File: config.mk
export PLATFORM = sky130hd
export DESIGN_NAME = hpd_queue
export DESIGN_NICKNAME = d
export VERILOG_FILES = /design/src/hw/rtl/hpd_pkg.sv /design/src/hw/rtl/hpd_queue.sv
export SDC_FILE = /design/constraint.sdc
export NUM_CORES = 1
export LEC_CHECK = 0
export ABC_AREA = 1
export BUFFER_PORTS_ARGS = -buffer_cell sky130_fd_sc_hd__buf_2
export CAP_MARGIN = 30
export CORE_MARGIN = 5
export CORE_UTILIZATION = 51
export DETAILED_ROUTE_END_ITERATION = 8
export PLACE_DENSITY = 0.78
export SLEW_MARGIN = 25
export SYNTH_ARGS = -nofsm -noshare
export SYNTH_HDL_FRONTEND = slang
export SYNTH_SLANG_ARGS = --single-unit
File: constraint.sdc
create_clock -name clk -period 2.2 [get_ports clk]
set_input_delay 0.22 -clock clk [delete_from_list [all_inputs] [get_ports clk]]
set_output_delay 0.22 -clock clk [all_outputs]
set_load 0.01 [all_outputs]
File: src/hw/rtl/hpd_pkg.sv
// Shared types and constants for the heatmap peak detector.
// Used by every module of the block; depends on nothing.
package hpd_pkg;

  localparam int COORD_W = 7;
  localparam int SCORE_W = 8;
  localparam int CFG_IDX_W = 3;

  localparam int DEF_MAX_GRID_W = 64;
  localparam int DEF_MAX_GRID_H = 64;
  localparam int DEF_MAX_CANDIDATES = 48;
  localparam int DEF_MAX_KEPT = 16;

  localparam logic [CFG_IDX_W-1:0] REG_GRID_WIDTH = 3'd0;
  localparam logic [CFG_IDX_W-1:0] REG_GRID_HEIGHT = 3'd1;
  localparam logic [CFG_IDX_W-1:0] REG_ZERO_POINT = 3'd2;
  localparam logic [CFG_IDX_W-1:0] REG_THRESHOLD_RAW = 3'd3;
  localparam logic [CFG_IDX_W-1:0] REG_PEAK_WINDOW = 3'd4;
  localparam logic [CFG_IDX_W-1:0] REG_MIN_DISTANCE = 3'd5;

  // One grid position with its raw score.
  typedef struct packed {
    logic [COORD_W-1:0] x;
    logic [COORD_W-1:0] y;
    logic signed [SCORE_W-1:0] score;
  } spot_t;

  // A finished frame handed from the front to the back.
  typedef struct packed {
    logic [COORD_W-1:0] w;
    logic [COORD_W-1:0] h;
    logic signed [SCORE_W-1:0] mx;
  } job_t;

endpackage

File: src/hw/rtl/hpd_queue.sv
// Two-entry queue of finished frames between the front and the back.
// Depends on hpd_pkg for the job type.
module hpd_queue (
  input  logic clk,
  input  logic rst,
  input  logic push,
  input  hpd_pkg::job_t push_job,
  input  logic pop,
  output logic empty,
  output hpd_pkg::job_t head
);
  hpd_pkg::job_t entries [2];
  logic rd_ptr;
  logic wr_ptr;
  logic [1:0] count;
  logic do_push;
  logic do_pop;

  assign empty = (count == 2'd0);
  assign head = entries[rd_ptr];
  assign do_push = push && (count != 2'd2);
  assign do_pop = pop && !empty;

  always_ff @(posedge clk) begin
    if (do_push) begin
      entries[wr_ptr] <= push_job;
    end
  end

  always_ff @(posedge clk) begin
    if (rst) begin
      rd_ptr <= 1'b0;
      wr_ptr <= 1'b0;
      count <= 2'd0;
    end else begin
      if (do_push) wr_ptr <= !wr_ptr;
      if (do_pop) rd_ptr <= !rd_ptr;
      if (do_push && !do_pop) count <= count + 2'd1;
      else if (do_pop && !do_push) count <= count - 2'd1;
    end
  end

endmodule

==> After elaboration in Yosys (flattened, before gate mapping) <==
Memory sizes are Yosys's and may differ from the RTL's. A register that Yosys moved wholly into a read port is not among the register bits.
Cells that the tools add are included.
{ "op_classes": {"add_sub_neg": 2, "n_mux": 6, "n_eq_ne": 1, "reduce_logical": 11} }
{ "ops": {"columns": ["cell", "count"], "rows": [
  ["$logic_not 1->1", 5],
  ["$logic_and 1x1->1", 4],
  ["$mux 1", 4],
  ["$mux 2", 2],
  ["$add 2x1->2 const B", 1],
  ["$logic_not 2->1", 1],
  ["$ne 2x2->1 const B", 1],
  ["$reduce_bool 2->1", 1],
  ["$sub 2x1->2 const B", 1]
]} }
{ "totals": {"elab_cells": 24, "in_bits": 26, "ram_bits": 44, "ff_bits": 4, "out_inout_bits": 23, "n_memories": 1} }
{ "memory_table": {"columns": ["memory", "words", "word_bits", "rd", "rd_ports_with_merged_regs", "write_ports", "line_no", "rtl"], "rows": [
  ["entries", 2, 22, 1, 1, 1, "hpd_queue.sv:12", "hpd_pkg::job_t entries [2];"]
]} }

==> Longest topological paths before layout <==
{ "depth": {"depth_word": 6, "mapped_depth": 10, "mapped_depth_nobuf": 10} }

==> Worst setup path after synthesis <==
No wires, ideal clock.
{ "synth_timing": {"kind": "reg2reg", "startpoint": "reg count[0]", "endpoint": "mem entries[1][0] (netlist name), enable pin", "required_time_ns": 1.799, "path_stages_with_launch": 3, "arrival_time_ns": 1.441, "setup_slack_ns": 0.359, "n_path_buf": 0, "setup_ns": 0.401, "period_less_slack_ns": 1.841, "path_cell_list": "dfxtp_1 > o21ai_2 > nor2_1"} }
{ "synth_between": {"elab_chain_len": 4} }
{ "synth_lines": {"columns": ["element", "line_no", "rtl"], "rows": [
  ["start: declaration", "hpd_queue.sv:15", "logic [1:0] count;"],
  ["start signal: assignment", "hpd_queue.sv:38", "if (do_push && !do_pop) count <= count + 2'd1;"],
  ["start signal: assignment", "hpd_queue.sv:39", "else if (do_pop && !do_push) count <= count - 2'd1;"],
  ["$ne 2x2->1", "hpd_queue.sv:21", "assign do_push = push && (count != 2'd2);"],
  ["$logic_and 1x1->1", "hpd_queue.sv:21", null],
  ["$mux 1", "hpd_queue.sv:25", "if (do_push) begin"],
  ["$mux 1 (not written as such)", "hpd_queue.sv:26", "entries[wr_ptr] <= push_job;"],
  ["end: declaration", "hpd_queue.sv:12", null]
]} }
No other way between the ends.

==> flow_summary.json <==
{
  "status": "finished, final reports clean",
  "grt_pass1_wl_mm": 5.181,
  "power.density_nw_per_um2": 1022,
  "hold_depth": 1,
  "syn_avg_cell_area_um2": 17.66,
  "cts_htree_levels": 2,
  "port_buffers": 48,
  "final-setup-viol-count": 0,
  "crit_type": "flop to primary output",
  "tightest_slew_ns": 0.2457,
  "cap_violations": 0,
  "dp_slack_ns": 0.6397,
  "die_w_um": 70.01,
  "min-delay-start": "push_job[3]",
  "dr.pass1.iters": 4,
  "synth.distinct_cells": 16,
  "cts.sinks": 49,
  "coreArea_um2": 3416,
  "rrSetupSlack_ns": 0.58,
  "hp-class": "input pin to flop",
  "hold_violations": 0,
  "clock.fmax_ghz": 0.6118,
  "clk_latency_ns": 0.36,
  "cp_slowest_cell": "mux2_2",
  "placedCellCount": 202,
  "die_area_um2": 4901,
  "cp_max_fo": 12,
  "slew_viol_final": 0,
  "final_util_pct": 66.59,
  "relSlewSlack_pct": 83.51,
  "cts_root_buffer": "clkbuf_4",
  "final_nets": 195,
  "final_antenna_net_count": 0,
  "skew_ns": 0.006487,
  "fillCellCount": 278,
  "r2r_start": "count[1]",
  "tritoncts": "yes",
  "crit_chain": "buf_4 > mux2_2 > buf_2",
  "synth_nets": 131,
  "initial_utilization_pct": 53.77,
  "grt_remaining_overflow": 0,
  "syn_to_final_growth_pct": 23.84,
  "wire_per_inst_um": 15.02,
  "numCtsBuffers": 5,
  "rows": 21,
  "r2r_end": "count[1]",
  "vias": 1048,
  "io_pins": 49,
  "cp-end-kind": "primary output",
  "vdd_drop_max_mv": 0.5839,
  "clkTransAtPathRegs_ns": 0.14,
  "reg2reg_depth": 9,
  "n_antenna_cell": 0,
  "tns_ns": 0,
  "hpwlAfterDp_mm": 2.278,
  "whs_endpoint": "entries[1][3]",
  "synth_cells": 104,
  "critPathRequiredTime_ns": 1.98,
  "wl_mm": 3.229,
  "antenna_found_initial": 0,
  "critPathArrivalTime_ns": 1.41,
  "synth_warnings": 0,
  "placed_cell_area_um2": 2162,
  "dieHeight_um": 70.01,
  "p_leak_nw": 0.8899,
  "fin_crit_ns": 1.635,
  "drcViolationCount": 0,
  "fin_crit_sh_pct": 74.30,
  "synth_seq_cells": 49,
  "clockBufferDepth": 2,
  "ys_seq_area_share_pct": 77.38,
  "final_cell_area_um2": 2275,
  "cp-start-kind": "flop",
  "layout.cells.non_filler": 215,
  "grt_pass1_vias": 1089,
  "routabilityCongestion": 0.7759,
  "rsz0062_at_grt": "false",
  "drt_iter0_drc": 72,
  "via_per_inst": 4.874,
  "netlist_area_um2": 1837,
  "grt_max_degree": 18,
  "grt_usage_pct": 13.85,
  "fin_ws_ns": 0.5654,
  "final_layout_size_suffix_gt1_share_pct": 52.66,
  "slowest_delay_ns": 0.36
}
-- routing by layer --
layer	share of wire [%]	vias up	global-route usage, %
li1	-	510	-
met1	34	505	13.85
met2	59	28	25.71
met3	5.7	5	5.308
met4	1.4	0	5.106
met5	0	-	0
-- layout make-up --
type,count,area (µm²),area share (%)
clock buffer,5,37.54,1.650
sequential,49,1421,62.49
timing repair buffer,59,335.3,14.74
tap,46,57.56,2.530
inverter,9,33.78,1.485
clock inverter,3,25.02,1.100
multi-input combinational,44,364.1,16.01
-- synth_stat cells, drive strengths merged --
cell type  instances  area [µm²]
edfxtp            44        1321
mux2              22       247.7
inv                9       33.78
nor2               8       30.03
dfxtp              5       100.1
o21ai              5       28.78
nand2              4       15.01
buf                2       22.52
a21oi              1       5.000
and2               1       8.760
ha                 1       12.51
nand3              1       5.000
nand4              1       6.260
-- metrics by stage --
stage | power [mW] | hold slack (ns)
after detailed placement | 1.929 | 0.4111
final | 2.325 | 0.03565
after global placement | 1.875 | 0.4073
after global routing | 2.473 | 0.0001765
after floorplan | 1.671 | 0.3189
after CTS | 2.349 | 0.01152
-- worst max path at each step --
| stage | slack [ns] | endpoint | startpoint |
|---|---|---|---|
| after floorplan | 0.36 | entries[1][0] | count[0] |
| after global placement | 0.85 | count[1] | count[1] |
| after detailed placement | 0.64 | count[1] | count[1] |
| after CTS | 0.53 | head[15] | flop |
| after global routing | 0.46 | count[1] | count[1] |
| final | 0.57 | head[15] | flop |
-- state kept, by name, indices dropped and copies added (netlist names), named ones only --
signal   count
entries     44
rd_ptr       1
count        2
wr_ptr       1
-- repair_timing --
| item | 4_1_cts | 5_1_grt |
|---|---|---|
| setup buffers | 0 | 0 |
| resized for setup | 0 | 0 |
| hold endpoints to repair | 0 | 9 |
| hold buffers | 0 | 5 |
-- worst max-delay path: cells and delay by family (launching register included) --
kind                   cells  cell delay (ns)
muxes                      1             0.36
DFF                        1             0.35
buffers and inverters      2             0.35
-- layout by cell type, fill, tap and decap left out --
cell type	instances
inv_1	8
o21ai_1	2
nand4_1	1
clkbuf_4	5
clkinvlp_4	1
mux2_2	22
and2_4	1
buf_2	48
buf_4	6
inv_6	2
nor2_1	6
nand3_1	1
nand2_1	4
o21ai_2	1
nor2_2	2
dlygate4sd3_1	5
edfxtp_1	44
o21ai_0	2
a21oi_1	1
inv_2	1
ha_1	1
dfxtp_1	5
-- cell families (layout without fill, tap and decap cells) --
logic type	Yosys count	count (layout)	synth area share, %
flops	49	49	77.38
mux	22	22	13.49
simple gates	15	15	3.542
fa+ha+maj	1	1	0.6811
compound gates	6	6	1.839
buf+inv	11	76	3.065
-- power by group --
group          switching [mW]  internal (mW)
clock network           0.288          0.133
logic                   0.365          0.312
registers              0.0508           1.18
No activity file was read; power rests on OpenSTA's default activity.
