<file path="src/hw/rtl/hpd_pkg.sv">
// Shared types and constants for the heatmap peak detector.
// Used by every module of the block; depends on nothing.
package hpd_pkg;

  localparam int COORD_W = 7;
  localparam int SCORE_W = 8;
  localparam int CFG_IDX_W = 3;

  localparam int DEF_MAX_GRID_W = 64;
  localparam int DEF_MAX_GRID_H = 64;
  localparam int DEF_MAX_CANDIDATES = 48;
  localparam int DEF_MAX_KEPT = 16;

  localparam logic [CFG_IDX_W-1:0] REG_GRID_WIDTH = 3'd0;
  localparam logic [CFG_IDX_W-1:0] REG_GRID_HEIGHT = 3'd1;
  localparam logic [CFG_IDX_W-1:0] REG_ZERO_POINT = 3'd2;
  localparam logic [CFG_IDX_W-1:0] REG_THRESHOLD_RAW = 3'd3;
  localparam logic [CFG_IDX_W-1:0] REG_PEAK_WINDOW = 3'd4;
  localparam logic [CFG_IDX_W-1:0] REG_MIN_DISTANCE = 3'd5;

  // One grid position with its raw score.
  typedef struct packed {
    logic [COORD_W-1:0] x;
    logic [COORD_W-1:0] y;
    logic signed [SCORE_W-1:0] score;
  } spot_t;

  // A finished frame handed from the front to the back.
  typedef struct packed {
    logic [COORD_W-1:0] w;
    logic [COORD_W-1:0] h;
    logic signed [SCORE_W-1:0] mx;
  } job_t;

endpackage

</file>
<file path="src/hw/rtl/hpd_front.sv">
// Front of the peak detector: takes cells, writes them to the cell store,
// tracks the frame count and running maximum. Depends on hpd_pkg.
module hpd_front #(
  parameter int MAX_GRID_W = hpd_pkg::DEF_MAX_GRID_W,
  parameter int MAX_GRID_H = hpd_pkg::DEF_MAX_GRID_H
) (
  input  logic clk,
  input  logic rst,
  input  logic cell_valid,
  output logic cell_stall,
  input  logic signed [hpd_pkg::SCORE_W-1:0] cell_score,
  input  logic [hpd_pkg::COORD_W-1:0] grid_w,
  input  logic [hpd_pkg::COORD_W-1:0] grid_h,
  input  logic signed [hpd_pkg::SCORE_W-1:0] zero_point,
  input  logic back_busy,
  input  logic q_empty,
  output logic wr_en,
  output logic [((MAX_GRID_W*MAX_GRID_H) > 1 ? $clog2(MAX_GRID_W*MAX_GRID_H) : 1)-1:0] wr_addr,
  output logic signed [hpd_pkg::SCORE_W-1:0] wr_data,
  output logic push,
  output hpd_pkg::job_t push_job
);
  localparam int DEPTH = MAX_GRID_W * MAX_GRID_H;
  localparam int AW = DEPTH > 1 ? $clog2(DEPTH) : 1;
  localparam int CW = $clog2(DEPTH + 1);
  localparam int FW = (CW + 1) > 14 ? (CW + 1) : 14;

  logic [CW-1:0] cell_counter;
  logic signed [hpd_pkg::SCORE_W-1:0] running_max;
  logic signed [hpd_pkg::SCORE_W-1:0] rm_new;
  logic [FW-1:0] frame_size;
  logic [FW-1:0] count_inc;
  logic accept;
  logic done;

  // The store is shared with the back, so a new frame waits for it.
  assign cell_stall = !q_empty || back_busy;
  assign accept = cell_valid && !cell_stall;
  assign rm_new = (cell_score > running_max) ? cell_score : running_max;
  assign frame_size = FW'(grid_w) * FW'(grid_h);
  assign count_inc = FW'(cell_counter) + FW'(1);
  assign done = accept && (count_inc >= frame_size);

  assign wr_en = accept && (FW'(cell_counter) < FW'(DEPTH));
  assign wr_addr = cell_counter[AW-1:0];
  assign wr_data = cell_score;
  assign push = done;
  assign push_job.w = grid_w;
  assign push_job.h = grid_h;
  assign push_job.mx = (rm_new > zero_point) ? rm_new : zero_point;

  always_ff @(posedge clk) begin
    if (rst) begin
      cell_counter <= '0;
      running_max <= '0;
    end else if (accept) begin
      if (done) begin
        cell_counter <= '0;
        running_max <= zero_point;
      end else begin
        cell_counter <= cell_counter + CW'(1);
        running_max <= rm_new;
      end
    end
  end

endmodule

</file>
<file path="config.mk">
export PLATFORM = sky130hd
export DESIGN_NAME = hpd_front
export DESIGN_NICKNAME = d
export VERILOG_FILES = /design/src/hw/rtl/hpd_pkg.sv /design/src/hw/rtl/hpd_front.sv
export SDC_FILE = /design/constraint.sdc
export NUM_CORES = 1
export LEC_CHECK = 0
export ABC_CLOCK_PERIOD_IN_PS = 7600
export BUFFER_PORTS_ARGS = -buffer_cell sky130_fd_sc_hd__buf_2
export CAP_MARGIN = 20
export CORE_ASPECT_RATIO = 1.75
export CORE_MARGIN = 3
export CORE_UTILIZATION = 57
export CTS_CLUSTER_DIAMETER = 80
export CTS_CLUSTER_SIZE = 10
export DETAILED_ROUTE_END_ITERATION = 10
export GPL_ROUTABILITY_DRIVEN = 0
export PLACE_DENSITY = 0.83
export SLEW_MARGIN = 15
export SYNTH_ARGS = -nofsm -noshare
export SYNTH_HDL_FRONTEND = slang
export SYNTH_SLANG_ARGS = --single-unit
</file>
<file path="constraint.sdc">
create_clock -name clk -period 7.6 [get_ports clk]
set_input_delay 0.38 -clock clk [delete_from_list [all_inputs] [get_ports clk]]
set_output_delay 0.38 -clock clk [all_outputs]
set_load 0.02 [all_outputs]
</file>
; After elaboration in Yosys (flattened, before gate mapping)
; Index checks and enable logic that the tools add are counted.
[op_classes]
addsub = 2
n_mul = 1
order_cmp = 4
mux = 4
reduce_logical = 6
[ops]
columns = op, n
row1 = $mux 8, 3
row2 = $gt 8x8->1, 2
row3 = $add 13x1->14 const B, 1
row4 = $ge 14x14->1, 1
row5 = $mul 7x7->14, 1
row6 = $add 13x1->13 const B, 1
row7 = $lt 13x13->1 const B, 1
row8 = $mux 13, 1
row9 = $logic_and 1x1->1, 3
row10 = $logic_not 1->1, 2
row11 = $logic_or 1x1->1, 1
[totals]
reg_bits = 21
inputBits = 35
output_inout_bits = 45

; Depth between registers and ports, before layout
[logic_depth]
word_depth = 6
mapped_depth = 24
depth_no_buf = 23

; Worst setup path after synthesis
; Ideal clock, no wire load.
[synth_path]
kind = input-to-output
from = in grid_w[3] in the netlist's numbering
to = out push
arrival_time_ns = 5.433
required_ns = 7.220
setup_slack_ns = 1.787
path_stages = 23
path_cell_list = and2_1 -> fa_1 -> inv_1 -> fa_1 -> inv_1 -> fa_1 -> inv_1 -> fa_1 -> inv_1 -> ha_1 -> nor3_1 -> nor2_1 -> and4_1 -> a2111oi_4 -> a21oi_1 -> xnor2_1 -> ha_1 -> nand2_1 -> nor4_1 -> inv_1 -> o21a_1 -> clkbuf_1 -> nor2_1
[synth_between]
elab_chain_cells = 3
[synth_lines]
columns = element, line
row1 = "start, declared", hpd_front.sv:12  ; input logic [hpd_pkg::COORD_W-1:0] grid_w,
row2 = $mul 7x7->14, hpd_front.sv:40  ; assign frame_size = FW'(grid_w) * FW'(grid_h);
row3 = $ge 14x14->1, hpd_front.sv:42  ; assign done = accept && (count_inc >= frame_size);
row4 = $logic_and 1x1->1, hpd_front.sv:42
row5 = "end, declared", hpd_front.sv:20  ; output logic push,
; Every way passes these cells.

; Worst setup path in the final report
; Ends and elaborated chain as after synthesis.

==> impl_results.rst <==
.. list-table::
   :header-rows: 1

   * - Metric
     - Value
   * - Status
     - finished, final reports clean
   * - Aggregate global-route resource usage
     - between 20% and 30%
   * - Vias per std cell
     - between 5 and 6
   * - I/O pins
     - 80
   * - Footprint of the flip-flops and latches
     - roughly 420 um^2
   * - Number of flip-flops and latches in the synthesized netlist
     - 21
   * - Worst Setup Path Type
     - in2out
   * - Fraction of final layout cells with drive strength greater than 1
     - between 20 and 25%
   * - Number of antenna violations at the first check in global routing
     - 0
   * - Max Slew Vio Count
     - 0
   * - Maximum fanout along the worst path
     - 10
   * - Highest clock frequency the design can meet
     - between 0.15 and 0.2 GHz
   * - Final cell count without fillers
     - 574
   * - H-Tree Depth
     - 1
   * - Worst Setup Slack post-DPL
     - 1.25 ns
   * - Transition time at the pin with the least slew margin
     - 0.704 ns
   * - Largest net degree at the start of global routing
     - 23
   * - Core Footprint
     - between 6000 and 7000 um^2
   * - Final nets
     - 615
   * - Clk sink count
     - 21
   * - Share of async-settable or async-resettable flops after synthesis
     - 0%
   * - Deepest clock path buffer count
     - 2
   * - Drt initial violations
     - 62
   * - Starting utilization of the core area
     - about three fifths
   * - Ys flop type
     - sky130_fd_sc_hd__dfxtp_1
   * - Area of the multi-input gates
     - 3000 um^2
   * - Chip Width
     - 68.4 um
   * - Total of warnings raised by yosys
     - 0
   * - Number of setup violations in the final report
     - 0
   * - Unique cell type count in the Yosys netlist
     - between 40 and 50
   * - Startpoint type of the worst setup path
     - input port
   * - Clock Root Buffer
     - sky130_fd_sc_hd__clkbuf_16
   * - Register clock-pin slew on the reported worst setup and hold paths
     - ~0.05 ns
   * - Total count of hold-check failures in the final report
     - 0
   * - Final setup skew
     - 0.00113 ns
   * - Vias in the first global route
     - 3264
   * - Number of iterations in the first detailed-routing pass
     - 4
   * - Worst-case setup margin in the final layout
     - 1.41 ns
   * - Final worst path period need
     - 6.19 ns
   * - TritonCTS clock tree
     - built
   * - Number of vias in the routed layout
     - 3213
   * - Main area contributors after synthesis
     - sky130_fd_sc_hd__ha_1 20%, sky130_fd_sc_hd__fa_1 12%, sky130_fd_sc_hd__dfxtp_1 11%
   * - P per Cell Area
     - roughly 160 nW/um^2
   * - Max-slew headroom at the worst pin
     - a little over half
   * - Placed wire-length estimate
     - roughly 7300 um
   * - Number of nets with antenna violations after detailed routing
     - 0
   * - Count of standard-cell rows
     - 39
   * - Y dimension of the die
     - 115 um
   * - Die footprint
     - 7890 um^2
   * - Number of instances resized during post-cts repair
     - 0
   * - Cell area reported after detailed placement
     - 4110 um^2
   * - Maxcap violations
     - 0
   * - Sequential element share of the synthesized area
     - 10.8%
   * - Number of buffers added to fix hold violations after cts
     - 0
   * - Total Wirelength
     - 8500 um
   * - Number of cells in the design after placement
     - 570
   * - Maximum ir drop on the vdd rail
     - around 0.00012 V
   * - Port-buffer cells
     - 79
   * - Avg Synthesized Cell Area
     - 8.62 um^2
   * - Post-synth top area share
     - 20.3%
   * - RSZ-0062 raised after global routing
     - false
   * - Endpoint class of the critical path
     - output port
   * - Post-route DRC violation count
     - 0
   * - Syn Inst Count
     - roughly 450
   * - Arrival time of data at the critical path endpoint
     - 5.81 ns
   * - First-pass GRT wire length
     - around 14000 um
   * - Post-CTS setup buffer count
     - 0
   * - Final worst hold slack
     - 0.417 ns
   * - Crit share post-route
     - 81.4%
   * - Final Cell Area
     - 4180 um^2
   * - Ant. Diodes
     - 0
   * - Setup_tns
     - 0 ns
   * - Worst Hold Class
     - in2reg
   * - Area of the mapped netlist
     - 3890 um^2
   * - Post-Synthesis Net Count
     - 573
   * - Insertion delay to the later sink of the worst-skew pair
     - 0.25 ns
   * - Leakage power summed over all cells
     - 2.21 nW
   * - EDFF count, synth
     - 0
   * - Synth-to-Final Area Change
     - 7.59%
   * - Wire per inst
     - 14.8 um
   * - Overflow left after global routing
     - 0
   * - Post-synthesis cell type with the largest combined area
     - sky130_fd_sc_hd__ha_1
   * - Worst path required time
     - between 7 and 8 ns
   * - Clock buffers created by TritonCTS
     - 3
   * - Filler Cells Inserted
     - 567
-- cell families (layout without fill, tap and decap cells) --
logic type               count (synthesis)  in the layout  synth area share [%]
adder cells (fa/ha/maj)                 87             87                  32.6
buffers and inverters                   91            132                  12.2
AND/OR/NAND/NOR                        143            143                  20.3
flip-flops                              21             21                  10.8
multiplexers                            16             16                  5.24
XOR/XNOR                                21             21                  4.73
AO/OA/AOI/OAI                           72             72                  14.1
-- final cells by class --
class,count,share of cell area [%]
repair buffers,81,9.81
flip-flops and latches,21,10.0
multi-input cells,339,71.6
clock buffers,4,1.88
well taps,82,2.45
inverters,47,4.22
-- through the flow --
step	util (%)	power, mW
finish	63.5	0.663
global route	63.5	0.734
CTS	63.5	0.667
detailed placement	62.3	0.554
global placement	62.3	0.538
floorplan	-	0.462
-- worst paths after layout --
path	startpoint	to	slack, ns	cells past startpoint
hold / removal	zero_point[0]	running_max[0]	0.42	3
setup / recovery	grid_w[3]	push	1.41	24
hold reg to reg	cell_counter[1]	cell_counter[1]	0.49	2
setup reg to reg	cell_counter[2]	running_max[4]	4.03	14
-- where the power goes --
part	internal (mW)	switching, mW
Sequential	0.112	0.00238
Clock	0.0715	0.0398
Combinational	0.189	0.248
Total	0.373	0.291
-- Yosys cell counts (all sizes together), types with 7 or more instances --
| library cell | count |
|---|---|
| a21o | 10 |
| a21oi | 19 |
| a32o | 7 |
| and2 | 39 |
| and3 | 7 |
| buf | 37 |
| clkbuf | 7 |
| dfxtp | 21 |
| fa | 24 |
| ha | 63 |
| inv | 47 |
| mux2 | 14 |
| nand2 | 32 |
| nand3 | 8 |
| nor2 | 16 |
| nor3 | 11 |
| o21ai | 16 |
| xnor2 | 8 |
| xor2 | 13 |
-- per-layer routing --
layer	GRT usage [%]	routed length (um)	vias to the layer above	part of all wire [%]
met3	3.03	330	13	3.9
met2	46.2	4950	74	58
met1	21.2	3070	1517	36
met5	0	0	-	0
li1	-	-	1609	-
met4	7.57	155	0	1.8
-- cell usage in the layout (no fill, tap or decap), types with 2 or more instances in the layout --
| master | n |
|---|---|
| sky130_fd_sc_hd__dfxtp_1 | 21 |
| sky130_fd_sc_hd__xor2_1 | 13 |
| sky130_fd_sc_hd__a21o_1 | 10 |
| sky130_fd_sc_hd__o21ai_0 | 11 |
| sky130_fd_sc_hd__mux2_4 | 7 |
| sky130_fd_sc_hd__nand4_1 | 3 |
| sky130_fd_sc_hd__a21oi_1 | 19 |
| sky130_fd_sc_hd__and2_1 | 39 |
| sky130_fd_sc_hd__nor4b_1 | 2 |
| sky130_fd_sc_hd__nor2b_1 | 4 |
| sky130_fd_sc_hd__ha_1 | 63 |
| sky130_fd_sc_hd__clkbuf_16 | 3 |
| sky130_fd_sc_hd__o21a_1 | 3 |
| sky130_fd_sc_hd__nand2_1 | 32 |
| sky130_fd_sc_hd__buf_4 | 2 |
| sky130_fd_sc_hd__and3_1 | 7 |
| sky130_fd_sc_hd__nand2b_1 | 3 |
| sky130_fd_sc_hd__mux2i_1 | 2 |
| sky130_fd_sc_hd__nand3b_1 | 4 |
| sky130_fd_sc_hd__a2111oi_4 | 2 |
| sky130_fd_sc_hd__nor4_1 | 3 |
| sky130_fd_sc_hd__a22o_1 | 4 |
| sky130_fd_sc_hd__nor2_1 | 16 |
| sky130_fd_sc_hd__fa_1 | 24 |
| sky130_fd_sc_hd__a32o_1 | 7 |
| sky130_fd_sc_hd__nor3_1 | 11 |
| sky130_fd_sc_hd__nor3b_1 | 4 |
| sky130_fd_sc_hd__buf_2 | 79 |
| sky130_fd_sc_hd__xnor2_1 | 8 |
| sky130_fd_sc_hd__inv_1 | 47 |
| sky130_fd_sc_hd__o21ai_1 | 5 |
| sky130_fd_sc_hd__mux2_2 | 7 |
| sky130_fd_sc_hd__nand3_1 | 7 |
| sky130_fd_sc_hd__and4_1 | 4 |
-- state kept, by name, indices dropped and copies added, names as in the netlist --
register and cells:
cell_counter 13, running_max 8
-- critical path, cell delays in order --
cell                        delay [ns]
sky130_fd_sc_hd__buf_2            0.14
sky130_fd_sc_hd__and2_1           0.18
sky130_fd_sc_hd__fa_1             0.53
sky130_fd_sc_hd__inv_1            0.05
sky130_fd_sc_hd__fa_1             0.48
sky130_fd_sc_hd__inv_1            0.06
sky130_fd_sc_hd__fa_1             0.53
sky130_fd_sc_hd__inv_1            0.05
sky130_fd_sc_hd__fa_1             0.53
sky130_fd_sc_hd__inv_1            0.04
sky130_fd_sc_hd__ha_1             0.34
sky130_fd_sc_hd__nor3_1           0.20
sky130_fd_sc_hd__nor2_1           0.07
sky130_fd_sc_hd__and4_1           0.23
sky130_fd_sc_hd__a2111oi_4        0.36
sky130_fd_sc_hd__a21oi_1          0.14
sky130_fd_sc_hd__xnor2_1          0.15
sky130_fd_sc_hd__ha_1             0.29
sky130_fd_sc_hd__nand2_1          0.08
sky130_fd_sc_hd__nor4_1           0.27
sky130_fd_sc_hd__inv_1            0.09
sky130_fd_sc_hd__o21a_1           0.30
sky130_fd_sc_hd__nor2_1           0.13
sky130_fd_sc_hd__buf_2            0.17
(Power assumes the default switching activity.)
